## src/design/dcme_pkg.sv

```systemverilog
// Shared types, constants and codes for the DC motor Euler step core.
`default_nettype none

package dcme_pkg;

    // Field widths
    localparam int COEF_W    = 32;   // Q16.16 coefficients, voltage, current, speed
    localparam int ANGLE_W   = 48;   // Q32.16 wrapping angle
    localparam int PROD_W    = 48;   // floored product, 16 fraction bits dropped
    localparam int ACC_W     = 50;   // sum of state plus three floored products
    localparam int FRAC_W    = 16;
    localparam int SUBSTEP_W = 5;
    localparam int CFG_IDX_W = 3;

    localparam int DEF_MAX_SUBSTEPS = 16;

    localparam logic [COEF_W-1:0] SAT_MAX = {1'b0, {(COEF_W-1){1'b1}}};
    localparam logic [COEF_W-1:0] SAT_MIN = {1'b1, {(COEF_W-1){1'b0}}};

    // Register indexes of the configuration port
    localparam logic [CFG_IDX_W-1:0] REG_VOLT_GAIN     = 3'd0;
    localparam logic [CFG_IDX_W-1:0] REG_CURRENT_DECAY = 3'd1;
    localparam logic [CFG_IDX_W-1:0] REG_BACK_EMF_GAIN = 3'd2;
    localparam logic [CFG_IDX_W-1:0] REG_TORQUE_GAIN   = 3'd3;
    localparam logic [CFG_IDX_W-1:0] REG_FRICTION_GAIN = 3'd4;
    localparam logic [CFG_IDX_W-1:0] REG_STEP_LENGTH   = 3'd5;
    localparam logic [CFG_IDX_W-1:0] REG_SUBSTEPS      = 3'd6;

    // One substep is seven phases of the shared multiply-accumulate unit
    typedef enum logic [2:0] {
        PH_LOAD_I,      // mul volt_gain*voltage, acc <= current
        PH_ADD_VOLT,    // mul current_decay*current, acc += volt term
        PH_SUB_DECAY,   // mul back_emf_gain*speed, acc -= decay term
        PH_STORE_I,     // mul torque_gain*current, new current, acc <= speed
        PH_ADD_TORQUE,  // mul friction_gain*speed, acc += torque term
        PH_STORE_W,     // mul step_length*speed, new speed, acc <= angle
        PH_COMMIT       // angle += angle term, commit current and speed
    } phase_t;

    typedef enum logic [1:0] {
        ST_IDLE,
        ST_RUN,
        ST_FINISH
    } seq_state_t;

    // Sequencer to datapath control
    typedef struct packed {
        logic   load;    // latch a new voltage request
        logic   run;     // phase below is live this cycle
        phase_t phase;
        logic   finish;  // move state into the output register
    } ctrl_t;

endpackage : dcme_pkg

`default_nettype wire

```

## src/design/dcme_seq.sv

```systemverilog
// Substep and phase sequencer of the DC motor Euler step core.
`default_nettype none

module dcme_seq import dcme_pkg::*; #(
    parameter int MAX_SUBSTEPS = DEF_MAX_SUBSTEPS
) (
    input  wire logic                 clk,
    input  wire logic                 rst_n,
    input  wire logic                 in_valid,
    input  wire logic                 out_free,
    input  wire logic [SUBSTEP_W-1:0] substeps,
    output logic                      busy,
    output ctrl_t                     ctrl
);

    localparam int CNT_W = $clog2(MAX_SUBSTEPS + 1);
    localparam int CMP_W = (CNT_W > SUBSTEP_W) ? CNT_W : SUBSTEP_W;

    seq_state_t        state_reg, state_next;
    phase_t            phase_reg, phase_next;
    logic [CNT_W-1:0]  left_reg,  left_next;

    logic [CMP_W-1:0]  sub_ext;
    logic [CMP_W-1:0]  max_ext;
    logic [CNT_W-1:0]  count_eff;
    logic              accept;

    // Clamp the substep count to one .. MAX_SUBSTEPS
    always_comb
    begin
        sub_ext = CMP_W'(substeps);
        max_ext = CMP_W'(MAX_SUBSTEPS);
        if (sub_ext == '0)
        begin
            count_eff = CNT_W'(1);
        end
        else if (sub_ext > max_ext)
        begin
            count_eff = CNT_W'(MAX_SUBSTEPS);
        end
        else
        begin
            count_eff = sub_ext[CNT_W-1:0];
        end
    end

    assign accept = in_valid && (state_reg == ST_IDLE);
    assign busy   = (state_reg != ST_IDLE);

    always_ff @(posedge clk or negedge rst_n)
    begin
        if (!rst_n)
        begin
            state_reg <= ST_IDLE;
            phase_reg <= PH_LOAD_I;
            left_reg  <= '0;
        end
        else
        begin
            state_reg <= state_next;
            phase_reg <= phase_next;
            left_reg  <= left_next;
        end
    end

    always_comb
    begin
        state_next   = state_reg;
        phase_next   = phase_reg;
        left_next    = left_reg;
        ctrl.load    = 1'b0;
        ctrl.run     = 1'b0;
        ctrl.phase   = phase_reg;
        ctrl.finish  = 1'b0;
        unique case (state_reg)
            ST_IDLE:
            begin
                if (accept)
                begin
                    ctrl.load  = 1'b1;
                    state_next = ST_RUN;
                    phase_next = PH_LOAD_I;
                    left_next  = count_eff;
                end
            end
            ST_RUN:
            begin
                ctrl.run = 1'b1;
                if (phase_reg == PH_COMMIT)
                begin
                    phase_next = PH_LOAD_I;
                    if (left_reg == CNT_W'(1))
                    begin
                        state_next = ST_FINISH;
                    end
                    left_next = left_reg - CNT_W'(1);
                end
                else
                begin
                    phase_next = phase_t'(phase_reg + 3'd1);
                end
            end
            ST_FINISH:
            begin
                if (out_free)
                begin
                    ctrl.finish = 1'b1;
                    state_next  = ST_IDLE;
                end
            end
            default:
            begin
                state_next = ST_IDLE;
            end
        endcase
    end

    a_last_substep_finishes: assert property (@(posedge clk) disable iff (!rst_n)
        (state_reg == ST_RUN && phase_reg == PH_COMMIT && left_reg == CNT_W'(1))
        |=> (state_reg == ST_FINISH))
        else $error("last substep did not lead to finish");

    a_run_has_work: assert property (@(posedge clk) disable iff (!rst_n)
        (state_reg == ST_RUN) |-> (left_reg != '0))
        else $error("running with no substeps left");

    a_accept_starts_substep: assert property (@(posedge clk) disable iff (!rst_n)
        accept |=> (state_reg == ST_RUN && phase_reg == PH_LOAD_I))
        else $error("accepted request did not start at the first phase");

endmodule : dcme_seq

`default_nettype wire

```

## src/design/dcme_datapath.sv

```systemverilog
// Shared multiply-accumulate datapath and motor state of the Euler step core.
`default_nettype none

module dcme_datapath import dcme_pkg::*; (
    input  wire logic                      clk,
    input  wire logic                      rst_n,
    input  wire ctrl_t                     ctrl,
    input  wire logic signed [COEF_W-1:0]  voltage,
    input  wire logic signed [COEF_W-1:0]  volt_gain,
    input  wire logic signed [COEF_W-1:0]  current_decay,
    input  wire logic signed [COEF_W-1:0]  back_emf_gain,
    input  wire logic signed [COEF_W-1:0]  torque_gain,
    input  wire logic signed [COEF_W-1:0]  friction_gain,
    input  wire logic signed [COEF_W-1:0]  step_length,
    output logic signed [COEF_W-1:0]       current,
    output logic signed [COEF_W-1:0]       speed,
    output logic signed [ANGLE_W-1:0]      angle
);

    logic signed [COEF_W-1:0]   volt_reg;
    logic signed [PROD_W-1:0]   prod_reg,    prod_next;
    logic signed [ACC_W-1:0]    acc_reg,     acc_next;
    logic signed [COEF_W-1:0]   ni_reg,      ni_next;
    logic signed [COEF_W-1:0]   nw_reg,      nw_next;
    logic signed [COEF_W-1:0]   current_reg, current_next;
    logic signed [COEF_W-1:0]   speed_reg,   speed_next;
    logic signed [ANGLE_W-1:0]  angle_reg,   angle_next;

    logic signed [COEF_W-1:0]   mul_a;
    logic signed [COEF_W-1:0]   mul_b;
    logic signed [2*COEF_W-1:0] mul_full;
    logic signed [ACC_W-1:0]    prod_ext;
    logic signed [ACC_W-1:0]    addend;
    logic signed [ACC_W-1:0]    sum;
    logic                       subtract;
    logic [COEF_W-1:0]          sum_sat;
    logic [ACC_W-COEF_W:0]      sum_hi;

    // Operand select for the single multiplier
    always_comb
    begin
        case (ctrl.phase)
            PH_LOAD_I:
            begin
                mul_a = volt_gain;
                mul_b = volt_reg;
            end
            PH_ADD_VOLT:
            begin
                mul_a = current_decay;
                mul_b = current_reg;
            end
            PH_SUB_DECAY:
            begin
                mul_a = back_emf_gain;
                mul_b = speed_reg;
            end
            PH_STORE_I:
            begin
                mul_a = torque_gain;
                mul_b = current_reg;
            end
            PH_ADD_TORQUE:
            begin
                mul_a = friction_gain;
                mul_b = speed_reg;
            end
            default:
            begin
                mul_a = step_length;
                mul_b = speed_reg;
            end
        endcase
    end

    // Floor to 16 fraction bits by dropping them from the exact product
    assign mul_full  = mul_a * mul_b;
    assign prod_next = mul_full[2*COEF_W-1:FRAC_W];

    always_comb
    begin
        case (ctrl.phase) inside
            PH_SUB_DECAY, PH_STORE_I, PH_STORE_W: subtract = 1'b1;
            default:                              subtract = 1'b0;
        endcase
    end

    assign prod_ext = ACC_W'(prod_reg);
    assign addend   = subtract ? -prod_ext : prod_ext;
    assign sum      = acc_reg + addend;

    // Saturate the finished sum to the signed 32-bit range
    assign sum_hi = sum[ACC_W-1:COEF_W-1];
    always_comb
    begin
        if ((sum_hi == '0) || (sum_hi == '1))
        begin
            sum_sat = sum[COEF_W-1:0];
        end
        else if (sum[ACC_W-1])
        begin
            sum_sat = SAT_MIN;
        end
        else
        begin
            sum_sat = SAT_MAX;
        end
    end

    always_comb
    begin
        acc_next     = acc_reg;
        ni_next      = ni_reg;
        nw_next      = nw_reg;
        current_next = current_reg;
        speed_next   = speed_reg;
        angle_next   = angle_reg;
        if (ctrl.run)
        begin
            case (ctrl.phase)
                PH_LOAD_I:
                begin
                    acc_next = ACC_W'(current_reg);
                end
                PH_STORE_I:
                begin
                    ni_next  = sum_sat;
                    acc_next = ACC_W'(speed_reg);
                end
                PH_STORE_W:
                begin
                    nw_next  = sum_sat;
                    acc_next = ACC_W'(angle_reg);
                end
                PH_COMMIT:
                begin
                    angle_next   = sum[ANGLE_W-1:0];
                    current_next = ni_reg;
                    speed_next   = nw_reg;
                end
                default:
                begin
                    acc_next = sum;
                end
            endcase
        end
    end

    // Working registers
    always_ff @(posedge clk)
    begin
        if (ctrl.load)
        begin
            volt_reg <= voltage;
        end
        prod_reg <= prod_next;
        acc_reg  <= acc_next;
        ni_reg   <= ni_next;
        nw_reg   <= nw_next;
    end

    // Motor state
    always_ff @(posedge clk or negedge rst_n)
    begin
        if (!rst_n)
        begin
            current_reg <= '0;
            speed_reg   <= '0;
            angle_reg   <= '0;
        end
        else
        begin
            current_reg <= current_next;
            speed_reg   <= speed_next;
            angle_reg   <= angle_next;
        end
    end

    assign current = current_reg;
    assign speed   = speed_reg;
    assign angle   = angle_reg;

    a_state_only_at_commit: assert property (@(posedge clk) disable iff (!rst_n)
        !(ctrl.run && ctrl.phase == PH_COMMIT) |=> $stable(angle_reg))
        else $error("angle moved outside the commit phase");

endmodule : dcme_datapath

`default_nettype wire

```

## src/design/dc_motor_euler_step_core.sv

```systemverilog
// Top level of the DC motor Euler step core: ports, configuration and result register.
`default_nettype none

// DC motor Euler step core. Each voltage request advances a DC motor model
// (current, shaft speed, wrapping 48-bit angle) by one step of "substeps"
// forward Euler substeps, clamped to 1..MAX_SUBSTEPS, and returns one
// result with the new current, speed and angle. All values are signed
// Q16.16 (angle Q32.16); each coefficient product is floored to 16
// fraction bits, and current and speed saturate to 32 bits per substep.
// A single 32x32 multiplier with one accumulator does all the work, one
// product per cycle. A request is accepted while the core is idle, then
// integrated over n substeps (n the clamped substep count), and its state
// is then moved into the result register. in_stall is low only while the
// core is idle and stays high until that state has been moved into the
// result register. The result register holds a finished result while the
// next request is already being worked on; only a second finish waits for
// it to drain, and in_stall stays high through that wait. Write the
// configuration only while the core is idle; cfg_ready is always high.

module dc_motor_euler_step_core import dcme_pkg::*; #(
    parameter int MAX_SUBSTEPS = DEF_MAX_SUBSTEPS
) (
    input  wire logic                      clk,
    input  wire logic                      rst_n,

    input  wire logic                      cfg_valid,
    output logic                           cfg_ready,
    input  wire logic [CFG_IDX_W-1:0]      cfg_index,
    input  wire logic [COEF_W-1:0]         cfg_data,

    input  wire logic                      in_valid,
    output logic                           in_stall,
    input  wire logic signed [COEF_W-1:0]  voltage,

    output logic                           out_valid,
    input  wire logic                      out_stall,
    output logic signed [COEF_W-1:0]       current_out,
    output logic signed [COEF_W-1:0]       speed_out,
    output logic signed [ANGLE_W-1:0]      angle_out
);

    // Configuration registers
    logic signed [COEF_W-1:0] volt_gain_reg;
    logic signed [COEF_W-1:0] current_decay_reg;
    logic signed [COEF_W-1:0] back_emf_gain_reg;
    logic signed [COEF_W-1:0] torque_gain_reg;
    logic signed [COEF_W-1:0] friction_gain_reg;
    logic signed [COEF_W-1:0] step_length_reg;
    logic [SUBSTEP_W-1:0]     substeps_reg;

    // Result register
    logic                      out_valid_reg, out_valid_next;
    logic signed [COEF_W-1:0]  current_out_reg;
    logic signed [COEF_W-1:0]  speed_out_reg;
    logic signed [ANGLE_W-1:0] angle_out_reg;

    logic                      out_free;
    logic                      busy;
    logic                      cfg_write;
    ctrl_t                     ctrl;
    logic signed [COEF_W-1:0]  current_state;
    logic signed [COEF_W-1:0]  speed_state;
    logic signed [ANGLE_W-1:0] angle_state;

    assign cfg_ready = 1'b1;
    assign cfg_write = cfg_valid && cfg_ready;

    // Decode configuration writes; indexes beyond the list are dropped
    always_ff @(posedge clk or negedge rst_n)
    begin
        if (!rst_n)
        begin
            volt_gain_reg     <= '0;
            current_decay_reg <= '0;
            back_emf_gain_reg <= '0;
            torque_gain_reg   <= '0;
            friction_gain_reg <= '0;
            step_length_reg   <= '0;
            substeps_reg      <= SUBSTEP_W'(1);
        end
        else if (cfg_write)
        begin
            unique case (cfg_index)
                REG_VOLT_GAIN:     volt_gain_reg     <= cfg_data;
                REG_CURRENT_DECAY: current_decay_reg <= cfg_data;
                REG_BACK_EMF_GAIN: back_emf_gain_reg <= cfg_data;
                REG_TORQUE_GAIN:   torque_gain_reg   <= cfg_data;
                REG_FRICTION_GAIN: friction_gain_reg <= cfg_data;
                REG_STEP_LENGTH:   step_length_reg   <= cfg_data;
                REG_SUBSTEPS:      substeps_reg      <= cfg_data[SUBSTEP_W-1:0];
                default:           ;
            endcase
        end
    end

    // The result register is free when empty or being drained this cycle
    assign out_free = !out_valid_reg || !out_stall;
    assign in_stall = busy;

    dcme_seq #(
        .MAX_SUBSTEPS (MAX_SUBSTEPS)
    ) u_seq (
        .clk      (clk),
        .rst_n    (rst_n),
        .in_valid (in_valid),
        .out_free (out_free),
        .substeps (substeps_reg),
        .busy     (busy),
        .ctrl     (ctrl)
    );

    dcme_datapath u_datapath (
        .clk           (clk),
        .rst_n         (rst_n),
        .ctrl          (ctrl),
        .voltage       (voltage),
        .volt_gain     (volt_gain_reg),
        .current_decay (current_decay_reg),
        .back_emf_gain (back_emf_gain_reg),
        .torque_gain   (torque_gain_reg),
        .friction_gain (friction_gain_reg),
        .step_length   (step_length_reg),
        .current       (current_state),
        .speed         (speed_state),
        .angle         (angle_state)
    );

    // Hold the result until taken; load a new one only when free
    always_comb
    begin
        out_valid_next = out_valid_reg;
        if (ctrl.finish)
        begin
            out_valid_next = 1'b1;
        end
        else if (out_valid_reg && !out_stall)
        begin
            out_valid_next = 1'b0;
        end
    end

    always_ff @(posedge clk or negedge rst_n)
    begin
        if (!rst_n)
        begin
            out_valid_reg <= 1'b0;
        end
        else
        begin
            out_valid_reg <= out_valid_next;
        end
    end

    always_ff @(posedge clk)
    begin
        if (ctrl.finish)
        begin
            current_out_reg <= current_state;
            speed_out_reg   <= speed_state;
            angle_out_reg   <= angle_state;
        end
    end

    assign out_valid   = out_valid_reg;
    assign current_out = current_out_reg;
    assign speed_out   = speed_out_reg;
    assign angle_out   = angle_out_reg;

    a_finish_needs_room: assert property (@(posedge clk) disable iff (!rst_n)
        ctrl.finish |-> out_free)
        else $error("result loaded over an untaken result");

    a_no_accept_while_finishing: assert property (@(posedge clk) disable iff (!rst_n)
        ctrl.finish |-> !ctrl.load)
        else $error("request accepted in the finishing cycle");

    a_finish_shows_result: assert property (@(posedge clk) disable iff (!rst_n)
        ctrl.finish |=> (out_valid_reg && current_out_reg == current_state))
        else $error("finished result not presented");

endmodule : dc_motor_euler_step_core

`default_nettype wire

```

## config.mk

```make
export PLATFORM = sky130hd
export DESIGN_NAME = dc_motor_euler_step_core
export DESIGN_NICKNAME = d
export VERILOG_FILES = /design/src/design/dcme_pkg.sv /design/src/design/dcme_seq.sv /design/src/design/dcme_datapath.sv /design/src/design/dc_motor_euler_step_core.sv
export SDC_FILE = /design/constraint.sdc
export NUM_CORES = 2
export LEC_CHECK = 0
export ABC_AREA = 1
export BUFFER_PORTS_ARGS = -buffer_cell sky130_fd_sc_hd__buf_2
export CORE_MARGIN = 5
export CORE_UTILIZATION = 53
export DETAILED_ROUTE_END_ITERATION = 8
export PLACE_DENSITY = 0.69
export SLEW_MARGIN = 20
export SYNTH_ARGS = -nofsm -noshare
export SYNTH_HDL_FRONTEND = slang
export SYNTH_HIERARCHICAL = 1
export SYNTH_SLANG_ARGS = --single-unit
```

## constraint.sdc

```tcl
create_clock -name clk -period 12.6 [get_ports clk]
set_clock_uncertainty 0.05 [all_clocks]
set_input_delay 0.63 -clock clk [delete_from_list [all_inputs] [get_ports clk]]
set_output_delay 0.63 -clock clk [all_outputs]
set_load 0.01 [all_outputs]
```

==> flow_summary.toml <==
[finish]
seqCellArea_um2 = 16700
fin_nets = 9207
post_route_cells_drive_above_1_share_pct = 6.79
final_util_pct = 57.5
syn2layout_area_growth_pct = 7.75
fillCellCount = 11100
multi_input_area_um2 = 42600
largest_reg_flops = 50

[sta]
max-slew-margin-rel_pct = 21.8
report.final.hold_viol_count = 0
fmax_mhz = 94.7
period_share_pct = 83.8
tns_ns = 0
timing.final.max_slew_violations = 0
period_minus_slack_ns = 10.56
setup_viol = 0
rsz0062_at_grt = "no"
tightest_slew_ns = 1.17

[detailed_routing]
drcViolationCount = 0
via_per_inst = 5.66
wl_per_cell_um = 23.6
drtAntennaViolNets = 0
drtIter0Drc = 5135
routed_wl_mm = 224
vias = 53800
dr.pass1.iters = 8

[worst_setup_path]
endpoint = "u_datapath/prod_reg[46]"
crit_path_start = "u_seq/phase_reg[0]"
cp_data_required_time_ns = 13.08
start_kind = "flip-flop"
reg2reg_depth = 27
cp.arrival_ns = 11.04
cp-end-kind = "flip-flop"
path_max_fanout = 60
r2r_end = "u_datapath/prod_reg[46]"
criticalPathCategory = "reg -> reg"
r2r-start = "u_seq/phase_reg[0]"
worst-r2r-setup-slack_ns = 2.04

[global_route]
grtUsageTotal_pct = 34.4
grt_max_degree = 145
grt-ovfl-total = 0
grt_pass1_vias = 55500
grt_pass1_wl_mm = 341
antenna_found_initial = 11

[clock_tree]
clockBufferDepth = 3
cts_tree = "built"
cts_buffers = 68
clock_latency_ns = 0.66
htreeDepth = 3
root_buffer = "clkbuf_16"
clk_pin_slew_worst_paths_ns = 0.06
numClockSinks = 626

[synthesis]
async_flop_share_pct = 51.1
syn_area_um2 = 65900
synth_top_area_share_pct = 32.9
synth_common_cells = "nand2_1, inv_1, fa_1"
ys_seq_area_share_pct = 25.4
synthesis.nets = 9139
synth_top_area_cell = "fa_1"
syn_avg_cell_area_um2 = 8.50
synth_seq_cells = 626
synth-edff-count = 258
yosysMostFrequentCell = "nand2_1"
ys_types = 62
synth_area_leaders = "fa_1, nand2_1, dfrtp_1"
synthCells = 7753
ys_warn_count = 6
synth_flop_cell = "dfrtp_1"

[floorplanning]
initial_utilization_pct = 53.3
dieHeight_um = 363
dieArea_um2 = 132000
fp.coreArea_um2 = 124000
fp.dieW_um = 363
io_pins = 187
rows = 129

[run_status]
run_status = "complete, no violations"

[place]
gp_congestion = 1.00
io_buffer_count = 185
dp_hpwl_mm = 173

[worst_hold_path]
hold_path.class = "in -> reg"

[run]
cap_viol_max_count = 0
==> repair_timing <==
item,4_1_cts,5_1_grt
hold endpoints to repair,0,44
buffers inserted,0,0
resized for setup,0,0
hold buffers,0,1
==> cell usage in the layout, fill, tap and decap left out, types with 14 or more instances in the layout <==
cell	Yosys	routed
buf_2	119	184
fa_1	1082	1082
inv_2	23	24
a221oi_1	31	31
o21ai_1	14	16
nand4_1	60	60
nor3_1	29	26
edfxtp_1	258	258
nor2_1	833	826
clkbuf_8	0	14
o21ai_2	19	17
inv_1	1403	1401
a22oi_1	50	50
xor2_1	60	60
nor2_2	21	23
dfxtp_1	48	48
ha_1	232	232
a21oi_1	173	173
nand2_2	19	24
dfrtp_1	319	319
clkbuf_16	0	68
nand3_1	225	225
o21ai_0	155	152
o21a_1	36	32
nand2_1	2203	2198
xnor2_1	64	64
buf_4	4	103
==> worst min path at each step <==
stage	start	end	slack [ns]	cells past startpoint
final	voltage[25]	u_datapath/volt_reg[25]	0.10	1
after CTS	voltage[25]	u_datapath/volt_reg[25]	0.06	1
after floorplan	rst_n	back_emf_gain_reg[0]	0.28	0
after global routing	voltage[25]	u_datapath/volt_reg[25]	0.07	1
after global placement	u_datapath/nw_reg[20]	u_datapath/speed[20]	0.38	2
after detailed placement	u_datapath/nw_reg[24]	u_datapath/speed[24]	0.38	2
==> critical path, stage by stage, from the launching register on <==
cell,delay [ns]
dfrtp_1,0.50
inv_2,0.08
nand2_2,0.12
nand2_1,0.13
inv_2,0.73
o21a_1,0.90
inv_1,0.62
nor2_1,0.34
inv_1,0.14
fa_1,0.63
fa_1,0.93
fa_1,0.54
fa_1,0.51
inv_1,0.05
fa_1,0.55
fa_1,0.43
fa_1,0.53
inv_1,0.08
fa_1,0.51
inv_1,0.04
ha_1,0.35
a21oi_1,0.19
o21ai_0,0.18
a21oi_1,0.35
o21ai_0,0.39
a221oi_1,0.33
nand2_1,0.10
xor2_1,0.14
==> cells by family (layout without fill, tap and decap cells) <==
kind of cell,count (synthesis),in the layout,share of synthesized area [%]
and+or+nand+nor,3430,3430,20.7
buffers and inverters,1727,1851,10.2
adders and majority gates,1314,1314,37.3
DFF,626,626,25.4
AOI/OAI and AO/OA,530,530,4.86
xor gates and xnor gates,125,125,1.67
other,1,9,0.00569
==> final cells by class <==
cell class | instances | share of cell area (%)
timing repair buffer | 294 | 2.57
tap | 1637 | 2.88
sequential | 626 | 23.5
clock inverter | 32 | 0.697
multi-input combinational | 5400 | 60.0
clock buffer | 94 | 2.73
inverter | 1431 | 7.57
antenna | 8 | 0.0282
==> layer usage <==
| metal | global-route usage (%) | vias up | wire [µm] |
|---|---|---|---|
| li1 | - | 23500 | - |
| met1 | 44.6 | 26600 | 85000 |
| met2 | 53.3 | 3061 | 99700 |
| met3 | 9.56 | 691 | 25600 |
| met4 | 17.4 | 8 | 14100 |
| met5 | 0 | - | 59 |
==> metrics by stage <==
step | hold WS, ns | area, µm² | setup slack, ns | cells
after CTS | 0.0627 | 70900 | 2.20 | 9510
after global placement | 0.376 | 68500 | 2.36 | 9384
after detailed placement | 0.384 | 68500 | 2.21 | 9384
final | 0.101 | 71000 | 2.04 | 9522
after floorplan | 0.284 | 65900 | 3.48 | 7753
after global routing | 0.0665 | 71000 | 1.52 | 9518
Power is not shown: default switching activity piles up to over one toggle a cycle in this logic, so the estimate is an artifact.
